<file path="config.mk">
export PLATFORM = sky130hd
export DESIGN_NAME = bpc_press
export DESIGN_NICKNAME = d
export VERILOG_FILES = /design/src/design/bpc_pkg.sv /design/src/design/bpc_press.sv
export SDC_FILE = /design/constraint.sdc
export NUM_CORES = 2
export LEC_CHECK = 0
export BUFFER_PORTS_ARGS = -buffer_cell sky130_fd_sc_hd__clkbuf_2
export CELL_PAD_IN_SITES_DETAIL_PLACEMENT = 1
export CELL_PAD_IN_SITES_GLOBAL_PLACEMENT = 1
export CORE_ASPECT_RATIO = 0.75
export CORE_MARGIN = 3
export CORE_UTILIZATION = 55
export CTS_BUF_LIST = sky130_fd_sc_hd__clkbuf_4
export DETAILED_ROUTE_END_ITERATION = 6
export PLACE_DENSITY = 0.95
export SLEW_MARGIN = 20
export SYNTH_ARGS = -nofsm -noshare
export SYNTH_HDL_FRONTEND = slang
export SYNTH_SLANG_ARGS = --single-unit
</file>
<file path="constraint.sdc">
create_clock -name clk_i -period 8.94 [get_ports clk_i]
set_input_delay 1.341 -clock clk_i [delete_from_list [all_inputs] [get_ports clk_i]]
set_output_delay 1.341 -clock clk_i [all_outputs]
set_load 0.02 [all_outputs]
</file>
<file path="src/design/bpc_pkg.sv">
// Shared types and constants for the barometric pressure compensation core.
// No dependencies; imported by every module of the block.
`default_nettype none

package bpc_pkg;

  localparam int unsigned CfgIdxW = 3;
  localparam int unsigned CalW    = 16;
  localparam int unsigned RawW    = 24;
  localparam int unsigned PressW  = 32;
  localparam int unsigned TempW   = 19;

  // Configuration register indexes
  localparam logic [CfgIdxW-1:0] RegSens     = 3'd0;
  localparam logic [CfgIdxW-1:0] RegOff      = 3'd1;
  localparam logic [CfgIdxW-1:0] RegSensTco  = 3'd2;
  localparam logic [CfgIdxW-1:0] RegOffTco   = 3'd3;
  localparam logic [CfgIdxW-1:0] RegTref     = 3'd4;
  localparam logic [CfgIdxW-1:0] RegTempCoef = 3'd5;

  // 20.00 degC and -15.00 degC thresholds in centidegrees
  localparam logic signed [19:0] TempRef   = 20'sd2000;
  localparam logic signed [19:0] ColdLimit = -20'sd1500;

  typedef struct packed {
    logic [CalW-1:0] c1;
    logic [CalW-1:0] c2;
    logic [CalW-1:0] c3;
    logic [CalW-1:0] c4;
    logic [CalW-1:0] c5;
    logic [CalW-1:0] c6;
  } cal_t;

  // First-order results handed to the second-order stages
  typedef struct packed {
    logic [RawW-1:0]    d1;
    logic signed [18:0] tm;      // TEMP - 2000 before correction
    logic signed [19:0] temp_a;  // first-order temperature
    logic signed [19:0] tp;      // TEMP + 1500
    logic [17:0]        t2;
    logic signed [43:0] off1;
    logic signed [43:0] sens1;
    logic               low;
    logic               vlow;
  } first_t;

  // Corrected terms handed to the pressure stages
  typedef struct packed {
    logic [RawW-1:0]    d1;
    logic signed [46:0] off;
    logic signed [46:0] sens;
    logic signed [19:0] temp;
  } second_t;

endpackage

`default_nettype wire

</file>
<file path="src/design/bpc_press.sv">
// Pressure term P = ((D1*SENS >> 21) - OFF) >> 15, product split in two halves.
// Three register stages; depends on bpc_pkg.
`default_nettype none

module bpc_press (
  input  wire logic                       clk_i,
  input  wire logic                       rst_ni,
  input  wire logic                       valid_i,
  input  wire bpc_pkg::second_t           data_i,
  output logic                            valid_o,
  output logic signed [bpc_pkg::PressW-1:0] pressure_o,
  output logic signed [bpc_pkg::TempW-1:0]  temp_o
);
  import bpc_pkg::*;

  logic               v7_q, v8_q, v9_q;
  logic [47:0]        pl_q;
  logic signed [47:0] ph_q;
  logic signed [46:0] off7_q, off8_q;
  logic signed [19:0] temp7_q, temp8_q;
  logic [71:0]        sum;
  logic signed [50:0] x_q;
  logic signed [51:0] diff;
  logic [PressW-1:0]  p_q;
  logic [TempW-1:0]   t_q;

  // sign-extended high half shifted over the zero-extended low half
  always_comb begin
    sum  = (72'(ph_q) << 24) + 72'(pl_q);
    diff = 52'(x_q) - 52'(off8_q);
  end

  always_ff @(posedge clk_i or negedge rst_ni) begin
    if (!rst_ni) begin
      v7_q <= 1'b0;
      v8_q <= 1'b0;
      v9_q <= 1'b0;
    end else begin
      v7_q <= valid_i;
      v8_q <= v7_q;
      v9_q <= v8_q;
    end
  end

  always_ff @(posedge clk_i) begin
    pl_q    <= 48'(data_i.d1) * 48'(data_i.sens[23:0]);
    ph_q    <= 48'($signed({1'b0, data_i.d1})) * 48'($signed(data_i.sens[46:24]));
    off7_q  <= data_i.off;
    temp7_q <= data_i.temp;
    x_q     <= $signed(sum[71:21]);
    off8_q  <= off7_q;
    temp8_q <= temp7_q;
    p_q     <= diff[46:15];
    t_q     <= temp8_q[TempW-1:0];
  end

  assign valid_o    = v9_q;
  assign pressure_o = $signed(p_q);
  assign temp_o     = $signed(t_q);

endmodule

`default_nettype wire

</file>
==> run metrics, run 1 <==
Post-DP HPWL=142 mm; CTS resizes=0; syn_nets=6,485; Seq/Total Area, Yosys=0.132; H-tree lvl count=3; pin count of the biggest net entering global routing=35; Site Rows=91; synthesized cell area=46,100 sq um; number of port buffers=191; Synth Instances=4,991; cell taking the most area after synthesis=fa_1; last flow stage reached=global routing; gp weighted congestion=1.01; CTS Root Cell=clkbuf_4; Setup Fix Bufs, Post-CTS=0; Synth warnings=0; initial antenna violation count=31; top cells by area, synth=fa_1, dfxtp_1, ha_1, inv_1, and2_1; Die W=340 um; Stop Error=[ERROR GRT-0232] Routing congestion too high. Check the congestion heatmap in the GUI.; Starting Density=0.558; Total GRT Usage=0.754; ys flop type=dfxtp_1; CTS Buf Count=79; EDFF count, synth=0; maximum buffer depth of the clock tree=3; post-GRT worst EP=pl_q[42]$_DFF_P_/D; Netlist cell types=73; DIE HEIGHT=257 um; worst endpoint pin kind=register input; outcome=did not finish; Hold Buf Count CTS=0; synthesized area per cell=9.24 sq um; #FFs+latches synth=304; CTS sink cnt=304; post-synthesis async set-or-reset flop share=0.00987; IO Pins=193; Placed Cells=6,197; total gr overflow=24; area fraction of the dominant cell type after synthesis=0.409
## synthesized netlist by cell type, types with 7 or more instances
master       n
a211oi_1    12
xor2_1      39
a31oi_1     11
xnor2_1    101
ha_1       410
o21ai_0     54
fa_1       943
clkbuf_1   215
nand4_1     12
nand2b_1    21
nor2b_1     17
dfxtp_1    301
o21a_1      16
nand3_1     27
and2_1     532
a21oi_1    111
nor3_1      16
o21bai_1    17
buf_1        7
inv_1     1203
nor2_1      76
nand2_1    644
and3_1      20
a21o_1      74
## kinds of logic after synthesis
group,count (synthesis),share of synthesized area
adders and majority gates,1353,0.520
AOI/OAI and AO/OA,372,0.0541
xor gates and xnor gates,140,0.0266
and+or+nand+nor,1394,0.150
DFF,304,0.132
buffers and inverters,1428,0.116
## layer usage
| layer | track usage | overflow |
|---|---|---|
| met1 | 0.730 | 1 |
| met2 | 0.851 | 4 |
| met3 | 0.718 | 14 |
| met4 | 0.695 | 5 |
| met5 | 0.606 | 0 |
## through the flow
| stage | setup WS (ns) | setup TNS, ns | utilization | instance area, sq um |
|---|---|---|---|---|
| after CTS | 0.295 | 0 | 0.599 | 49600 |
| after detailed placement | -0.223 | -0.769 | 0.589 | 48700 |
| after global placement | 0.277 | 0 | 0.589 | 48700 |
| after floorplan | 0.842 | 0 | - | 46100 |
==> run 2, diff against run 1 <==
==> config.mk (replaced) <==
export PLATFORM = sky130hd
export DESIGN_NAME = bpc_press
export DESIGN_NICKNAME = d
export VERILOG_FILES = /design/src/design/bpc_pkg.sv /design/src/design/bpc_press.sv
export SDC_FILE = /design/constraint.sdc
export NUM_CORES = 2
export LEC_CHECK = 0
export BUFFER_PORTS_ARGS = -buffer_cell sky130_fd_sc_hd__clkbuf_2
export CORE_MARGIN = 3
export CORE_UTILIZATION = 40
export DETAILED_ROUTE_END_ITERATION = 6
export PLACE_DENSITY_LB_ADDON = 0.15
export SLEW_MARGIN = 20
export SYNTH_ARGS = -nofsm -noshare
export SYNTH_HDL_FRONTEND = slang
export SYNTH_SLANG_ARGS = --single-unit
==> run 2 against run 1 <==
The run now ends clean. Synthesized cell count is the same. Area after synthesis is the same.
==> run metrics, run 2 <==
critical path's slowest cell=or4b_2; cell family with most CP delay=adder cells; area taken by flip-flops and latches=6100 sq um; CP max FO=10; Reg-to-Reg End=x_q[33]; Post-DP HPWL=102 mm (was 142 mm); die area=119,000 sq um; DIE HEIGHT=346 um (was 257 um); Skew-Pair Late Insertion Delay=0.61 ns; Crit path top cell by count=inv_1; area grow syn2layout=10.4%; startpoint types=input pin; vias in the first global route=34,965; routed vias=32,141; Crit Path Class=input pin to flop; drt first pass iters=5; Tmin final=8.12 ns; number of port buffers=191 (unchanged); Seq/Total Area, Yosys=0.132 (unchanged); CP Capture Type=flop; # fillers=11,069; Netlist cell types=73 (unchanged); Max Used Layer=met5; final setup violation count=0; ys flop type=dfxtp_1 (unchanged); WHS Path Cells=0; Req. time, crit path=9.45 ns; Setup Fix Bufs, Post-CTS=0 (unchanged); maximum buffer depth of the clock tree=3 (unchanged); WHS=0.324 ns; area fraction of the dominant cell type after synthesis=0.409 (unchanged); crit share post-route=0.908; cell taking the most area after synthesis=fa_1 (unchanged); met3 WL=5.68 mm; Die W=346 um (was 340 um); total gr overflow=0; Synth Instances=4,991 (unchanged); arrival time worst endpoint=8.63 ns; Worst-Margin Slew=0.808 ns; reg2reg path depth=13; Hold Crit Class=flop to flop; DR WL/cell=18.2 um; top flop regs=off7_q x47, off8_q x47, x_q x47; Fin. Hold Viols=0; CTS sink cnt=304 (unchanged); Slew headroom=0.455; unrepaired setup endpoints after global routing=false; design area=50,900 sq um; outcome=finished clean (was did not finish); Hold Buf Count CTS=0 (unchanged); syn_nets=6,485 (unchanged); synthesized cell area=46,100 sq um (unchanged); Core Box Area=113,000 sq um; Total GRT Usage=0.211; area of the multi-input gates=34,700 sq um; Hold Startpoint=off7_q[2]; wl on met1=56.8 mm; Final WS setup=0.819 ns; gp weighted congestion=0.859 (was 1.01); IO Pins=193 (unchanged); critical path buffer and inverter count=12; share of cells above drive strength 1=0.0898; clk_skew=0.0321 ns; CTS tree=built; most common cell after layout, fill and taps aside=inv_1; Routed Wire Length=122 mm; Post-synth top cells=inv_1, fa_1, nand2_1 (unchanged); pre-CTS setup slack=0.209 ns (was -0.223 ns); MaxCap Viol Count=0; DRT iter0 DRCs=1,557; drt drc=0; post-synthesis async set-or-reset flop share=0.00987 (unchanged); most frequent cell after synthesis=inv_1 (unchanged); Synth warnings=0 (unchanged); global-route wire length before repair=198 mm; EDFF count, synth=0 (unchanged); vias per cell=4.79; placed inst area=49,800 sq um (was 48,700 sq um); WHS Endpoint=off8_q[2]; H-tree lvl count=1 (was 3); pin count of the biggest net entering global routing=35; initial antenna violation count=2; Worst R2R Setup Slack=5.14 ns; Final Net Count=6,679; #FFs+latches synth=304 (unchanged); CTS Buf Count=31 (was 79); most frequent cells in the layout=inv_1, fa_1, nand2_1; fmax=123 MHz; top cells by area, synth=fa_1, dfxtp_1, ha_1, inv_1, and2_1 (unchanged); DR WL met2=57.2 mm; max-slew violations=0; r2r startpoint=pl_q[24]; CTS resizes=0 (unchanged); setup TNS=0 ns; CTS Root Cell=clkbuf_16 (was clkbuf_4); Site Rows=123 (was 91); slowest cell delay on critical path=0.64 ns; synthesized area per cell=9.24 sq um (unchanged); Starting Density=0.407 (was 0.558); Worst-path clk slew=0.06 ns; antenna-violating nets left=0
-- run 2: cell counts after synthesis --
No cell type changed its count.
-- run 2: area by class of cell --
| cell class | count | share of cell area |
|---|---|---|
| flip-flops and latches | 304 | 0.120 |
| clock buffers | 40 | 0.0175 |
| multi-input cells | 3259 | 0.681 |
| diodes | 3 | 0.000147 |
| clock inverters | 17 | 0.00420 |
| inverters | 1203 | 0.0887 |
| well taps | 1500 | 0.0369 |
| repair buffers | 386 | 0.0520 |
-- run 2: per-layer routing --
metal  track usage  vias up
li1              -    15063
met1         0.297    16288
met2         0.353      689
met3        0.0232       99
met4        0.0419        2
met5             0        -
-- run 2: worst max path at each step --
stage / cells after the start / end / slack [ns] / from
floorplan: 28 / ph_q[43] / 0.84 / data_i[127]
global placement: 28 / pl_q[47] / 0.25 / data_i[121]
detailed placement: 28 / pl_q[47] / 0.21 / data_i[121]
CTS: 28 / pl_q[47] / 0.82 / data_i[121]
global route: 27 / ph_q[42] / 0.40 / data_i[121]
finish: 29 / ph_q[42] / 0.82 / data_i[127]
-- run 2: kinds of logic after synthesis --
family                   synth area share
buffers and inverters               0.116
adder cells (fa/ha/maj)             0.520
AND/OR/NAND/NOR                     0.150
XOR/XNOR                           0.0266
AO/OA/AOI/OAI                      0.0541
flip-flops                          0.132
-- run 2: per-stage QoR --
stage                      util  instances
after floorplan               -       4991
after global placement    0.439       6652
after detailed placement  0.439       6652
after CTS                 0.449       6709
after global routing      0.449       6709
final                     0.449       6712
Power of run 2 is left out: the tool's default activity adds up to more than one toggle a clock period on the data nets, which glitch-free logic cannot reach.
