**src/design/bpc_pkg.sv**
```systemverilog
// Shared types and constants for the barometric pressure compensation core.
// No dependencies; imported by every module of the block.
`default_nettype none

package bpc_pkg;

  localparam int unsigned CfgIdxW = 3;
  localparam int unsigned CalW    = 16;
  localparam int unsigned RawW    = 24;
  localparam int unsigned PressW  = 32;
  localparam int unsigned TempW   = 19;

  // Configuration register indexes
  localparam logic [CfgIdxW-1:0] RegSens     = 3'd0;
  localparam logic [CfgIdxW-1:0] RegOff      = 3'd1;
  localparam logic [CfgIdxW-1:0] RegSensTco  = 3'd2;
  localparam logic [CfgIdxW-1:0] RegOffTco   = 3'd3;
  localparam logic [CfgIdxW-1:0] RegTref     = 3'd4;
  localparam logic [CfgIdxW-1:0] RegTempCoef = 3'd5;

  // 20.00 degC and -15.00 degC thresholds in centidegrees
  localparam logic signed [19:0] TempRef   = 20'sd2000;
  localparam logic signed [19:0] ColdLimit = -20'sd1500;

  typedef struct packed {
    logic [CalW-1:0] c1;
    logic [CalW-1:0] c2;
    logic [CalW-1:0] c3;
    logic [CalW-1:0] c4;
    logic [CalW-1:0] c5;
    logic [CalW-1:0] c6;
  } cal_t;

  // First-order results handed to the second-order stages
  typedef struct packed {
    logic [RawW-1:0]    d1;
    logic signed [18:0] tm;      // TEMP - 2000 before correction
    logic signed [19:0] temp_a;  // first-order temperature
    logic signed [19:0] tp;      // TEMP + 1500
    logic [17:0]        t2;
    logic signed [43:0] off1;
    logic signed [43:0] sens1;
    logic               low;
    logic               vlow;
  } first_t;

  // Corrected terms handed to the pressure stages
  typedef struct packed {
    logic [RawW-1:0]    d1;
    logic signed [46:0] off;
    logic signed [46:0] sens;
    logic signed [19:0] temp;
  } second_t;

endpackage

`default_nettype wire

```
**src/design/bpc_first.sv**
```systemverilog
// First-order terms: dT, TEMP, OFF, SENS over three register stages.
// Depends on bpc_pkg.
`default_nettype none

module bpc_first (
  input  wire logic            clk_i,
  input  wire logic            rst_ni,
  input  wire bpc_pkg::cal_t   cal_i,
  input  wire logic            valid_i,
  input  wire logic [23:0]     d1_i,
  input  wire logic [23:0]     d2_i,
  output logic                 valid_o,
  output bpc_pkg::first_t      data_o
);
  import bpc_pkg::*;

  logic               v1_q, v2_q, v3_q;
  logic signed [24:0] dt_d, dt_q;
  logic [RawW-1:0]    d1a_q, d1b_q;
  logic signed [41:0] p6_d, p6_q, p4_d, p4_q, p3_d, p3_q;
  logic signed [49:0] pdd_d, pdd_q;
  first_t             first_d, first_q;

  always_comb begin
    dt_d = $signed({1'b0, d2_i}) - $signed({1'b0, cal_i.c5, 8'd0});
  end

  always_comb begin
    p6_d  = 42'(dt_q) * 42'($signed({1'b0, cal_i.c6}));
    p4_d  = 42'(dt_q) * 42'($signed({1'b0, cal_i.c4}));
    p3_d  = 42'(dt_q) * 42'($signed({1'b0, cal_i.c3}));
    pdd_d = 50'(dt_q) * 50'(dt_q);
  end

  always_comb begin
    first_d.d1     = d1b_q;
    first_d.tm     = $signed(p6_q[41:23]);
    first_d.temp_a = 20'(first_d.tm) + TempRef;
    first_d.tp     = first_d.temp_a - ColdLimit;
    first_d.t2     = pdd_q[48:31];
    first_d.off1   = 44'($signed({1'b0, cal_i.c2, 17'd0})) + 44'($signed(p4_q[41:6]));
    first_d.sens1  = 44'($signed({1'b0, cal_i.c1, 16'd0})) + 44'($signed(p3_q[41:7]));
    first_d.low    = first_d.tm[18];
    first_d.vlow   = first_d.temp_a < ColdLimit;
  end

  always_ff @(posedge clk_i or negedge rst_ni) begin
    if (!rst_ni) begin
      v1_q <= 1'b0;
      v2_q <= 1'b0;
      v3_q <= 1'b0;
    end else begin
      v1_q <= valid_i;
      v2_q <= v1_q;
      v3_q <= v2_q;
    end
  end

  always_ff @(posedge clk_i) begin
    dt_q    <= dt_d;
    d1a_q   <= d1_i;
    p6_q    <= p6_d;
    p4_q    <= p4_d;
    p3_q    <= p3_d;
    pdd_q   <= pdd_d;
    d1b_q   <= d1a_q;
    first_q <= first_d;
  end

  assign valid_o = v3_q;
  assign data_o  = first_q;

endmodule

`default_nettype wire

```
**config.mk**
```make
export PLATFORM = sky130hd
export DESIGN_NAME = bpc_first
export DESIGN_NICKNAME = d
export VERILOG_FILES = /design/src/design/bpc_pkg.sv /design/src/design/bpc_first.sv
export SDC_FILE = /design/constraint.sdc
export NUM_CORES = 2
export LEC_CHECK = 0
export BUFFER_PORTS_ARGS = -buffer_cell sky130_fd_sc_hd__buf_4
export CAP_MARGIN = 20
export CORE_MARGIN = 4
export CORE_UTILIZATION = 70
export DETAILED_ROUTE_END_ITERATION = 7
export MAX_ROUTING_LAYER = met4
export PLACE_DENSITY = 0.88
export SLEW_MARGIN = 10
export SYNTH_ARGS = -nofsm -noshare
export SYNTH_HDL_FRONTEND = slang
export SYNTH_SLANG_ARGS = --single-unit
```
**constraint.sdc**
```tcl
create_clock -name clk_i -period 20.8 [get_ports clk_i]
set_clock_uncertainty 0.15 [all_clocks]
set_input_delay 3.12 -clock clk_i [delete_from_list [all_inputs] [get_ports clk_i]]
set_output_delay 3.12 -clock clk_i [all_outputs]
set_load 0.02 [all_outputs]
```
== After elaboration in Yosys (flattened, before gate mapping) ==
Index checks and enable logic that the tools add are counted.

* Add/subtract/negate cells: 5
* Magnitude comparators: 1
* Multipliers: 4

{| class="wikitable"
|+ Operators by type and width
! cell !! number
|-
| 25-bit by 17-bit multiplier with 42-bit output || 3
|-
| 25-bit by 25-bit multiplier with 49-bit output || 1
|-
| 34-bit by 36-bit adder with 37-bit output || 1
|-
| 33-bit by 35-bit adder with 36-bit output || 1
|-
| 24-bit by 24-bit subtractor with 25-bit output || 1
|-
| 19-bit by 12-bit adder with 20-bit output, second input constant || 1
|-
| 20-bit by 12-bit < comparator with 1-bit output, second input constant || 1
|-
| 20-bit by 12-bit subtractor with 20-bit output, second input constant || 1
|}

* Logic and storage cells: 29
* Register bits after elaboration: 427

== Logic depth before layout (Yosys ltp) ==
* Word-level depth: 2
* Gate-level depth with buffers: 28

== Worst setup path after synthesis ==
No wires, ideal clock.

* Path kind: input to register
* Start point: in cal_i[5] (netlist name)
* End point: reg p6_q[39]
* Data arrival time: 8.967 ns
* Setup time: 0.127 ns
* Path buffers: 2
* Required time: 20.523 ns
* Path slack: 11.557 ns
* Cell stages on the path: 22
* Cell sequence: clkbuf_1 clkbuf_1 nand2_1 fa_1 inv_1 fa_1 fa_1 fa_1 inv_1 fa_1 inv_1 fa_1 ha_1 o2111a_1 a221o_1 a211oi_2 a21oi_2 a41o_1 a21oi_4 and2b_1 o21ai_0 xor2_1

* Cells in the longest elaborated chain, start to end: 1

{| class="wikitable"
|+ Ends and longest elaborated chain
! item !! RTL line !! RTL
|-
| start: declaration || bpc_first.sv:8 || <nowiki>input wire bpc_pkg::cal_t cal_i,</nowiki>
|-
| 25-bit by 17-bit multiplier with 42-bit output || bpc_first.sv:29 || <nowiki>p6_d = 42'(dt_q) * 42'($signed({1'b0, cal_i.c6}));</nowiki>
|-
| named net p6_d[39] || bpc_first.sv:20 || <nowiki>logic signed [41:0] p6_d, p6_q, p4_d, p4_q, p3_d, p3_q;</nowiki>
|-
| end signal: assignment || bpc_first.sv:62 || <nowiki>p6_q <= p6_d;</nowiki>
|-
| end: declaration || bpc_first.sv:20 ||
|}

The timed path passes the listed nets, and every way through them passes these cells.

== Final worst setup path ==
* Start point: in cal_i[50] (netlist name)
* End point: reg p3_q[39]

* Cells in the longest elaborated chain, start to end: 1

{| class="wikitable"
|+ Ends and longest elaborated chain
! item !! RTL line !! RTL
|-
| 25-bit by 17-bit multiplier with 42-bit output || bpc_first.sv:31 || <nowiki>p3_d = 42'(dt_q) * 42'($signed({1'b0, cal_i.c3}));</nowiki>
|-
| named net p3_d[39] || bpc_first.sv:20 ||
|-
| end signal: assignment || bpc_first.sv:64 || <nowiki>p3_q <= p3_d;</nowiki>
|-
| end: declaration || bpc_first.sv:20 ||
|}

The timed path passes the listed nets, and every way through them passes these cells.

==> reports/summary.txt <==
Maxcap violations: 0
RSZ-0062 raised after global routing: false
Hold depth: 0
WP data arrival: 9750 ps
Gr ovfl total: 0
Filler Cells Inserted: 6499
Via count: 49549
Largest net degree at the start of global routing: 76
CTS Buf Count: 40
Fin nets: 9928
CTS tree: done
Final min period: 9362 ps
TNS Setup: 0 ps
Synth Register Bits: 353
Most frequent cells in the layout: inv_1 (2064), fa_1 (1768), nand2_1 (963)
Worst skew pair latency: 630 ps
Cell Area, Placed: 73980 um^2
DRT Wirelength: 166.9 mm
Unique masters post-synth: 71
Worst path max stage delay: 680 ps
Worst path cell trace: buf_4, nand2_1, fa_1, inv_1, fa_1, inv_1, fa_1, inv_1, fa_1, inv_1, fa_1, inv_1, fa_1, ha_1, nand2_1, nor2_1, nand3_1, a211oi_1, o31ai_2, o211ai_1, nand3_1, a21boi_0, o21ai_0, a211oi_1
Final HPWL from detailed placement: 128.6 mm
Mean routed wirelength per cell: 18.74 um
Final estimated routing congestion in global placement: 0.9360
CP required: 21190 ps
Worst r2r path cells: 23
Die Area: 106300 um^2
Share of layout cells above drive strength 1: 6.459%
Largest cells by area after synthesis: fa_1 (50%), inv_1 (11%), dfxtp_1 (9.9%)
Starting Density: 70.63%
DIE WIDTH: 326.1 um
Synth async-reset ratio: 0.8499%
Post-CTS Setup Bufs: 0
Initial DRT Pass Iterations: 6
Max Slew Vio Count: 0
Antenna violations before repair: 10
Worst Setup End Kind: register
Commonest non-fill, non-tap cell in the layout: inv_1
I/O pins: 339
Residual DRC: 0
Clock-pin slew on the worst setup and hold paths: 60 ps
CP Class: in -> reg
Cts hold-fix bufs: 0
H-Tree Depth: 2
CP max-delay cell: a211oi_1
Relative slew slack: 24.33%
First-pass GRT wire length: 282.7 mm
Max Clk Rate: 106.8 MHz
Met1 WL: 58.22 mm
Die Y: 326.1 um
Final setup fails: 0
Core box area: 100300 um^2
Tot GR Track Use: 34.36%
Seq/Total Area, Yosys: 9.997%
Largest area contributor in the netlist: fa_1
YS warnings: 0
Predominant post-synthesis flop cell: dfxtp_1
Clock buffer depth: 3
Number of flops mapped to enable cells by yosys: 0
Max FO, Critical Path: 25
Synthesis-to-finish area growth: 6.456%
Most frequent CP cell: fa_1
Period utilization: 45.01%
Vias in the first global route: 57596
Worst-Margin Slew: 1135 ps
CTS resizes: 0
Post-route ant nets: 0
Yosys top cell area share: 49.97%
Met3 routed WL: 15.36 mm
PortBufs: 338
Metal2 WL: 84.17 mm
Via-to-Cell Ratio: 5.562
Top Metal Used: met4
Mapped cell area: 70840 um^2
Outcome: finished, final reports clean
Final Cell Area: 75410 um^2
Final Hold Vio Count: 0
Root Driver: clkbuf_16
Iteration-0 DRC Markers: 3217
Worst hold path type: reg -> reg
Row cnt: 116
CP startpoint kind: primary input
CTS Sinks: 353
Syn nets: 9854
Mean Syn Cell Area: 9.526 um^2
Post-Synthesis Cells: 7436
Yosys cell counts, drive strengths merged (37+ instances only):
cell	count
inv	2064
fa	1768
nand2	963
and2	583
ha	503
dfxtp	350
clkbuf	310
xnor2	152
nor2	124
a21oi	109
o21ai	64
xor2	49
nor2b	37
worst max-delay path: cells and delay by family:
family	cells	cell delay [ps]
fa+ha+maj	7	3390
simple gates	5	790
compound gates	6	1900
buf+inv	6	530
cells by family (layout without fill, tap and decap cells):
group / after synthesis / count (layout) / share of synthesized area, %
mux: 2 / 2 / 0.02826
other cells: 0 / 11 / 0
buf+inv: 2399 / 2503 / 12.83
simple gates: 1856 / 1856 / 12.51
fa+ha+maj: 2271 / 2271 / 58.85
xor+xnor: 201 / 201 / 2.485
flops: 353 / 353 / 9.997
compound gates: 354 / 354 / 3.299
final timing paths:
check	from	slack, ps	end
min in group asynchronous	rst_ni	2120	v1_q$_DFF_PN0_
hold reg to reg	pdd_q[34]$_DFF_P_	170	data_o[93]$_DFF_P_
hold / removal	pdd_q[34]$_DFF_P_	170	data_o[93]$_DFF_P_
setup reg to reg	dt_q[5]$_DFF_P_	11690	pdd_q[47]$_DFF_P_
max in group asynchronous	rst_ni	18290	valid_o$_DFF_PN0_
setup / recovery	cal_i[50]	11440	p3_q[39]$_DFF_P_
metal layers:
layer / vias up / track usage, %
met2: 2337 / 57.36
met3: 747 / 7.400
met1: 25168 / 39.97
met4: 0 / 16.16
met5: - / -
li1: 21297 / -
registers in the layout, summed over array words and instances, names as in the netlist:
name     cells
d1a_q       24
d1b_q       24
data_o     169
dt_q        25
p3_q        35
p4_q        36
p6_q        19
pdd_q       18
v1_q         1
v2_q         1
valid_o      1
metrics by stage:
stage	util, %	hold slack [ps]	setup WS, ps	instances
floorplan	-	159.6	11560	7436
global placement	73.77	159.8	11210	8825
detailed placement	73.77	162.1	11050	8825
CTS	75.16	168.2	11660	8897
global route	75.19	175.8	11060	8907
finish	75.19	167.5	11440	8908
area by class of cell:
type                    count  area, um^2  area share (%)
well taps                1357        1698           2.252
flip-flops and latches    353        7116           9.436
repair buffers            367        2755           3.654
diodes                     11       27.53         0.03650
inverters                2064        7747           10.27
clock buffers              49        1095           1.452
multi-input cells        4684       54670           72.49
clock inverters            23       305.3          0.4048
Power is not shown: default switching activity piles up to over one toggle a cycle in this logic, so the estimate is an artifact.
