**src/design/bpc_pkg.sv**
```systemverilog
// Shared types and constants for the barometric pressure compensation core.
// No dependencies; imported by every module of the block.
`default_nettype none

package bpc_pkg;

  localparam int unsigned CfgIdxW = 3;
  localparam int unsigned CalW    = 16;
  localparam int unsigned RawW    = 24;
  localparam int unsigned PressW  = 32;
  localparam int unsigned TempW   = 19;

  // Configuration register indexes
  localparam logic [CfgIdxW-1:0] RegSens     = 3'd0;
  localparam logic [CfgIdxW-1:0] RegOff      = 3'd1;
  localparam logic [CfgIdxW-1:0] RegSensTco  = 3'd2;
  localparam logic [CfgIdxW-1:0] RegOffTco   = 3'd3;
  localparam logic [CfgIdxW-1:0] RegTref     = 3'd4;
  localparam logic [CfgIdxW-1:0] RegTempCoef = 3'd5;

  // 20.00 degC and -15.00 degC thresholds in centidegrees
  localparam logic signed [19:0] TempRef   = 20'sd2000;
  localparam logic signed [19:0] ColdLimit = -20'sd1500;

  typedef struct packed {
    logic [CalW-1:0] c1;
    logic [CalW-1:0] c2;
    logic [CalW-1:0] c3;
    logic [CalW-1:0] c4;
    logic [CalW-1:0] c5;
    logic [CalW-1:0] c6;
  } cal_t;

  // First-order results handed to the second-order stages
  typedef struct packed {
    logic [RawW-1:0]    d1;
    logic signed [18:0] tm;      // TEMP - 2000 before correction
    logic signed [19:0] temp_a;  // first-order temperature
    logic signed [19:0] tp;      // TEMP + 1500
    logic [17:0]        t2;
    logic signed [43:0] off1;
    logic signed [43:0] sens1;
    logic               low;
    logic               vlow;
  } first_t;

  // Corrected terms handed to the pressure stages
  typedef struct packed {
    logic [RawW-1:0]    d1;
    logic signed [46:0] off;
    logic signed [46:0] sens;
    logic signed [19:0] temp;
  } second_t;

endpackage

`default_nettype wire

```
**src/design/bpc_second.sv**
```systemverilog
// Second-order low-temperature correction of TEMP, OFF and SENS.
// Three register stages; depends on bpc_pkg.
`default_nettype none

module bpc_second (
  input  wire logic             clk_i,
  input  wire logic             rst_ni,
  input  wire logic             valid_i,
  input  wire bpc_pkg::first_t  data_i,
  output logic                  valid_o,
  output bpc_pkg::second_t      data_o
);
  import bpc_pkg::*;

  logic               v4_q, v5_q, v6_q;
  first_t             f4_q;
  logic signed [37:0] tm2_q;
  logic signed [39:0] tp2_q;
  logic signed [45:0] off2_d, off2_q, sens2_d, sens2_q;
  logic signed [45:0] off_lo, off_cold, sens_lo, sens_cold;
  logic signed [19:0] temp_d, temp_q;
  logic signed [43:0] off1_q, sens1_q;
  logic [RawW-1:0]    d1_q;
  second_t            second_d, second_q;

  always_comb begin
    off_lo    = (46'(tm2_q) * 46'sd61) >>> 4;
    off_cold  = 46'(tp2_q) * 46'sd15;
    sens_lo   = 46'(tm2_q) <<< 1;
    sens_cold = 46'(tp2_q) <<< 3;
    off2_d    = '0;
    sens2_d   = '0;
    temp_d    = f4_q.temp_a;
    if (f4_q.low) begin
      off2_d  = f4_q.vlow ? off_lo + off_cold : off_lo;
      sens2_d = f4_q.vlow ? sens_lo + sens_cold : sens_lo;
      temp_d  = f4_q.temp_a - $signed({2'b00, f4_q.t2});
    end
  end

  always_comb begin
    second_d.d1   = d1_q;
    second_d.off  = 47'(off1_q) - 47'(off2_q);
    second_d.sens = 47'(sens1_q) - 47'(sens2_q);
    second_d.temp = temp_q;
  end

  always_ff @(posedge clk_i or negedge rst_ni) begin
    if (!rst_ni) begin
      v4_q <= 1'b0;
      v5_q <= 1'b0;
      v6_q <= 1'b0;
    end else begin
      v4_q <= valid_i;
      v5_q <= v4_q;
      v6_q <= v5_q;
    end
  end

  always_ff @(posedge clk_i) begin
    f4_q     <= data_i;
    tm2_q    <= 38'(data_i.tm) * 38'(data_i.tm);
    tp2_q    <= 40'(data_i.tp) * 40'(data_i.tp);
    off2_q   <= off2_d;
    sens2_q  <= sens2_d;
    temp_q   <= temp_d;
    off1_q   <= f4_q.off1;
    sens1_q  <= f4_q.sens1;
    d1_q     <= f4_q.d1;
    second_q <= second_d;
  end

  assign valid_o = v6_q;
  assign data_o  = second_q;

endmodule

`default_nettype wire

```
**config.mk**
```make
export PLATFORM = sky130hd
export DESIGN_NAME = bpc_second
export DESIGN_NICKNAME = d
export VERILOG_FILES = /design/src/design/bpc_pkg.sv /design/src/design/bpc_second.sv
export SDC_FILE = /design/constraint.sdc
export NUM_CORES = 2
export LEC_CHECK = 0
export BUFFER_PORTS_ARGS = -buffer_cell sky130_fd_sc_hd__clkbuf_2
export CAP_MARGIN = 20
export CORE_MARGIN = 10
export CORE_UTILIZATION = 35
export CTS_CLUSTER_DIAMETER = 80
export DETAILED_ROUTE_END_ITERATION = 10
export PLACE_DENSITY = 0.52
export SLEW_MARGIN = 20
export SYNTH_ARGS = -nofsm -noshare
export SYNTH_HDL_FRONTEND = slang
export SYNTH_SLANG_ARGS = --single-unit
```
**constraint.sdc**
```tcl
create_clock -name clk_i -period 10.2 [get_ports clk_i]
set_input_delay 1.02 -clock clk_i [delete_from_list [all_inputs] [get_ports clk_i]]
set_output_delay 1.02 -clock clk_i [all_outputs]
set_load 0.02 [all_outputs]
```
# Word level (Yosys, flattened, before mapping)
# Cells that the tools add are included.
[classes]
addsub = 5
n_mul = 4
mux = 3
reduce_logical = 1
[ops]
columns = ["op", "n"]
rows = [
  ["44-bit by 46-bit subtractor with 47-bit output", 2],
  ["46-bit two-way mux", 2],
  ["41-bit by 45-bit adder with 46-bit output", 1],
  ["38-bit by 7-bit multiplier with 45-bit output (second input constant)", 1],
  ["40-bit by 5-bit multiplier with 45-bit output (second input constant)", 1],
  ["39-bit by 43-bit adder with 44-bit output", 1],
  ["20-bit by 20-bit multiplier with 40-bit output", 1],
  ["19-bit by 19-bit multiplier with 38-bit output", 1],
  ["20-bit two-way mux", 1],
  ["20-bit by 19-bit subtractor with 20-bit output", 1],
  ["2-bit AND reduction", 1],
]
[totals]
regBits = 595
in_bits = 194
output_inout_bits = 139
word_cells = 36

# Depth between registers and ports, before layout
[logic_depth]
depth_word = 3
mapped_depth = 38
mapped_depth_nobuf = 37

# Worst setup path after synthesis
# No wires, ideal clock.
[synth_timing]
path_kind = "reg-to-reg"
startpoint = "register tm2_q[5]"
endpoint = "register off2_q[33]"
setup_ns = 0.127
arrival_time_ns = 8.363
slack_ns = 1.711
stages_incl_launch_ff = 39
path_cell_list = "dfxtp_1 ha_1 inv_1 fa_1 inv_1 fa_1 inv_1 fa_1 inv_1 ha_1 and3_1 a22o_1 a211o_1 a221o_1 o21ba_2 o21ai_0 nand2b_1 a21o_1 [... 3 more ...] inv_1 fa_1 inv_1 fa_1 inv_1 ha_1 clkbuf_1 a21o_1 nand3_1 nand3_1 o21bai_1 o221ai_1 o41ai_1 o21ai_0 o21bai_1 a21oi_1 mux2_2 o21ai_0"
[synth_between]
elab_chain_len = 3
[synth_rtl]
columns = ["element", "line", "text"]
rows = [
  ["start, declared", "bpc_second.sv:17", "logic signed [37:0] tm2_q;"],
  ["start signal, assigned", "bpc_second.sv:62", "tm2_q <= 38'(data_i.tm) * 38'(data_i.tm);"],
  ["38-bit by 7-bit multiplier with 45-bit output (*)", "bpc_second.sv:27", "off_lo = (46'(tm2_q) * 46'sd61) >>> 4;"],
  ["41-bit by 45-bit adder with 46-bit output", "bpc_second.sv:35", "off2_d = f4_q.vlow ? off_lo + off_cold : off_lo;"],
  ["46-bit two-way mux (*)", "bpc_second.sv:35", ""],
  ["end signal, assigned", "bpc_second.sv:64", "off2_q <= off2_d;"],
  ["end, declared", "bpc_second.sv:19", "logic signed [45:0] off2_d, off2_q, sens2_d, sens2_q;"],
]
# Mark *: on every way between the ends. The rest lies on a longest branch, timed or not.
# A chain may end at the register's enable or synchronous reset.

# Worst setup path after layout
[layout_timing]
startpoint = "register tm2_q[3]"
endpoint = "register off2_q[39]"
# Same word-level chain as after synthesis.

==> impl_metrics.ini <==
[logic_synthesis]
yosys.area_share.adder = 0.451
synth-async-reset-ratio = 0.00509
synth_edf_count = 0
synth_cells = 5940
synth-simple-area-share = 0.0879
synth_seq_cells = 589
ys_seq_area_frac = 0.206
yosysWarnings = 0
synth_area_um2 = 57400
synth.distinct_cells = 83
synth.area.mux_share = 0.00850
yosys.area_share.xor_xnor = 0.0447
synth_ff_type = dfxtp_1
post_synth.cell_area_avg_um2 = 9.66
synth_top_family_by_area = adder cells
syn_nets = 7633
synth_compound_area_frac = 0.0992

[place]
hpwlAfterDp_mm = 123
io_buffers = 332
routabilityCongestion = 0.855
place_inst = 8365

[timing]
setup_tns_ns = 0
rsz0062_at_grt = no
maxSlewViolCount = 0
hold_viol_final = 0
fin_crit_sh = 0.901
relSlewSlack = 0.382
fmax_ghz = 0.109
fin_skew_ns = 0.0277
fin_crit_ns = 9.19
holdWs_ns = 0.135
finalSetupViolCount = 0
tightest_slew_ns = 0.925

[critical_path]
crit_start = tm2_q[3]$_DFF_P_
cp_slowest_cell = fa_1
worstSetupPathType = flop to flop
crit_path_end_kind = flop
r2r_setup_slack_ns = 1.01
cpMostUsedCell = inv_1
cp_data_arrival_time_ns = 9.75
startpoint_type = flop
slowest_delay_ns = 0.54
r2r-start = tm2_q[3]$_DFF_P_
critPathMaxFanout = 7
reg2reg_depth = 37
timing.rr.end = off2_q[39]$_SDFF_PN0_
required_ns = 10.77

[detailed_routing]
via_count = 39200
ant_nets = 0
drc_errors = 0
initialDrtViolationCount = 1852
via_per_inst = 4.61
avgRoutedWirePerCell_um = 17.1
dr.pass1.iters = 5
postRouteWirelength_mm = 145

[cts]
cts.reportedPaths.clkPinSlew_ns = 0.06
clockBufferDepth = 3
numCtsBuffers = 69
insertion_delay_ns = 0.67
h-tree-depth = 3
cts_resized = 0
cts_setup_buffers = 0
cts-root-buf = clkbuf_16
clock-sinks = 589
cts_tree = built
cts_hold_buf = 0

[grt]
overflow = 0
grt_pass1_wl_mm = 234
antenna_found_initial = 3
grt_pass1_vias = 42600
grt_usage = 0.162
grt_start_max_net_pins = 50

[floorplan]
rows = 148
core-area_um2 = 163000
start_util = 0.352
fp.dieW_um = 425
die-area_um2 = 181000
die-height_um = 425
io_pins = 333

[finish]
fin_cells = 8496
final_cell_mix = inv_1, fa_1, dfxtp_1, ha_1, nand2_1
fillCellCount = 16400
nets = 7954
areaGrowthSynthToFinish_pct = 11.6
layout_commonest_cell = inv_1
final_layout_size_suffix_gt1_frac = 0.0855

[hold_path]
worst_hold_path_type = primary input to async pin

[flow_run]
maxCapViolCount = 0

[status]
outcome = finished clean
-- sequential cells by signal (all words and copies together), names as in the netlist --
signal / flops
d1_q: 24
off2_q: 46
sens1_q: 44
valid_o: 1
tp2_q: 39
sens2_q: 42
f4_q: 152
data_o: 138
off1_q: 44
tm2_q: 37
v5_q: 1
v4_q: 1
temp_q: 20
-- cell type report --
type	count	area, µm²	share of cell area
Clock inverter	39	587	0.00916
Multi-Input combinational cell	3771	39700	0.619
Clock buffer	88	1910	0.0298
Inverter	1476	5540	0.0865
Sequential cell	589	11800	0.184
Timing Repair Buffer	354	1830	0.0285
Tap cell	2175	2720	0.0425
Antenna cell	4	10.0	0.000156
-- how the worst max path moves through the flow --
stage / end / slack [ns]
finish: off2_q[39]$_SDFF_PN0_ / 1.01
global route: off2_q[34]$_SDFF_PN0_ / 0.37
CTS: off2_q[39]$_SDFF_PN0_ / 1.02
detailed placement: off2_q[34]$_SDFF_PN0_ / 1.00
global placement: off2_q[39]$_SDFF_PN0_ / 1.11
floorplan: off2_q[33]$_SDFF_PN0_ / 1.71
-- Yosys cell counts (6+ instances only) --
master	instances	area [µm²]
mux2_2	22	248
a211oi_1	37	278
o22ai_1	13	81.3
ha_1	552	6910
fa_1	947	19000
nand2_1	335	1260
and4_1	6	52.6
a31oi_1	27	169
and3_1	31	194
o211ai_1	14	105
nand4_1	17	106
dfxtp_1	586	11700
nor2b_1	43	269
nor3_1	40	200
nand2b_1	57	357
mux2i_1	24	240
o21bai_1	40	300
a21o_1	147	1100
or3_1	13	81.3
a211o_1	8	70.1
xnor2_1	200	1750
clkbuf_1	96	360
buf_1	7	26.3
o31ai_1	19	143
nor2_1	263	987
nand3_1	55	275
nand3b_1	7	52.6
nor3b_1	6	45.0
a21oi_1	256	1280
inv_1	1473	5530
a31o_2	8	70.1
and2_1	156	976
a21boi_0	10	75.1
or2_2	16	100
o21ai_1	8	40.0
o21ai_0	152	761
xor2_1	91	797
o21a_1	58	435
-- worst max-delay path, delay by kind of cell, from the launching register on --
family          cells  cell delay [ns]
compound gates     16             3.71
flops               1             0.45
simple gates        4             0.44
buf+inv             7             0.36
xor+xnor            1             0.14
fa+ha+maj           9             4.00
-- routing by layer --
layer  GRT usage  vias up  share of wire
met5           0        -        0.00019
met4      0.0375        4          0.020
met3      0.0208      142          0.039
met2       0.277      679           0.47
met1       0.219    19300           0.47
li1            -    19000              -
-- logic make-up (layout without fill, tap and decap cells) --
logic type      Yosys count  in the layout
simple gates           1058           1058
mux                      46             46
other cells               1              5
buf+inv                1580           1957
fa+ha+maj              1499           1499
xor+xnor                292            292
flops                   589            589
compound gates          875            875
-- stage by stage --
stage / area, µm² / utilization / setup slack, ns
after floorplan: 57400 / - / 1.71
after global placement: 61600 / 0.378 / 1.11
after detailed placement: 61600 / 0.378 / 1.00
after CTS: 64100 / 0.393 / 1.02
after global routing: 64100 / 0.393 / 0.369
final: 64100 / 0.393 / 1.01
Power is not shown: default switching activity piles up to over one toggle a cycle in this logic, so the estimate is an artifact.
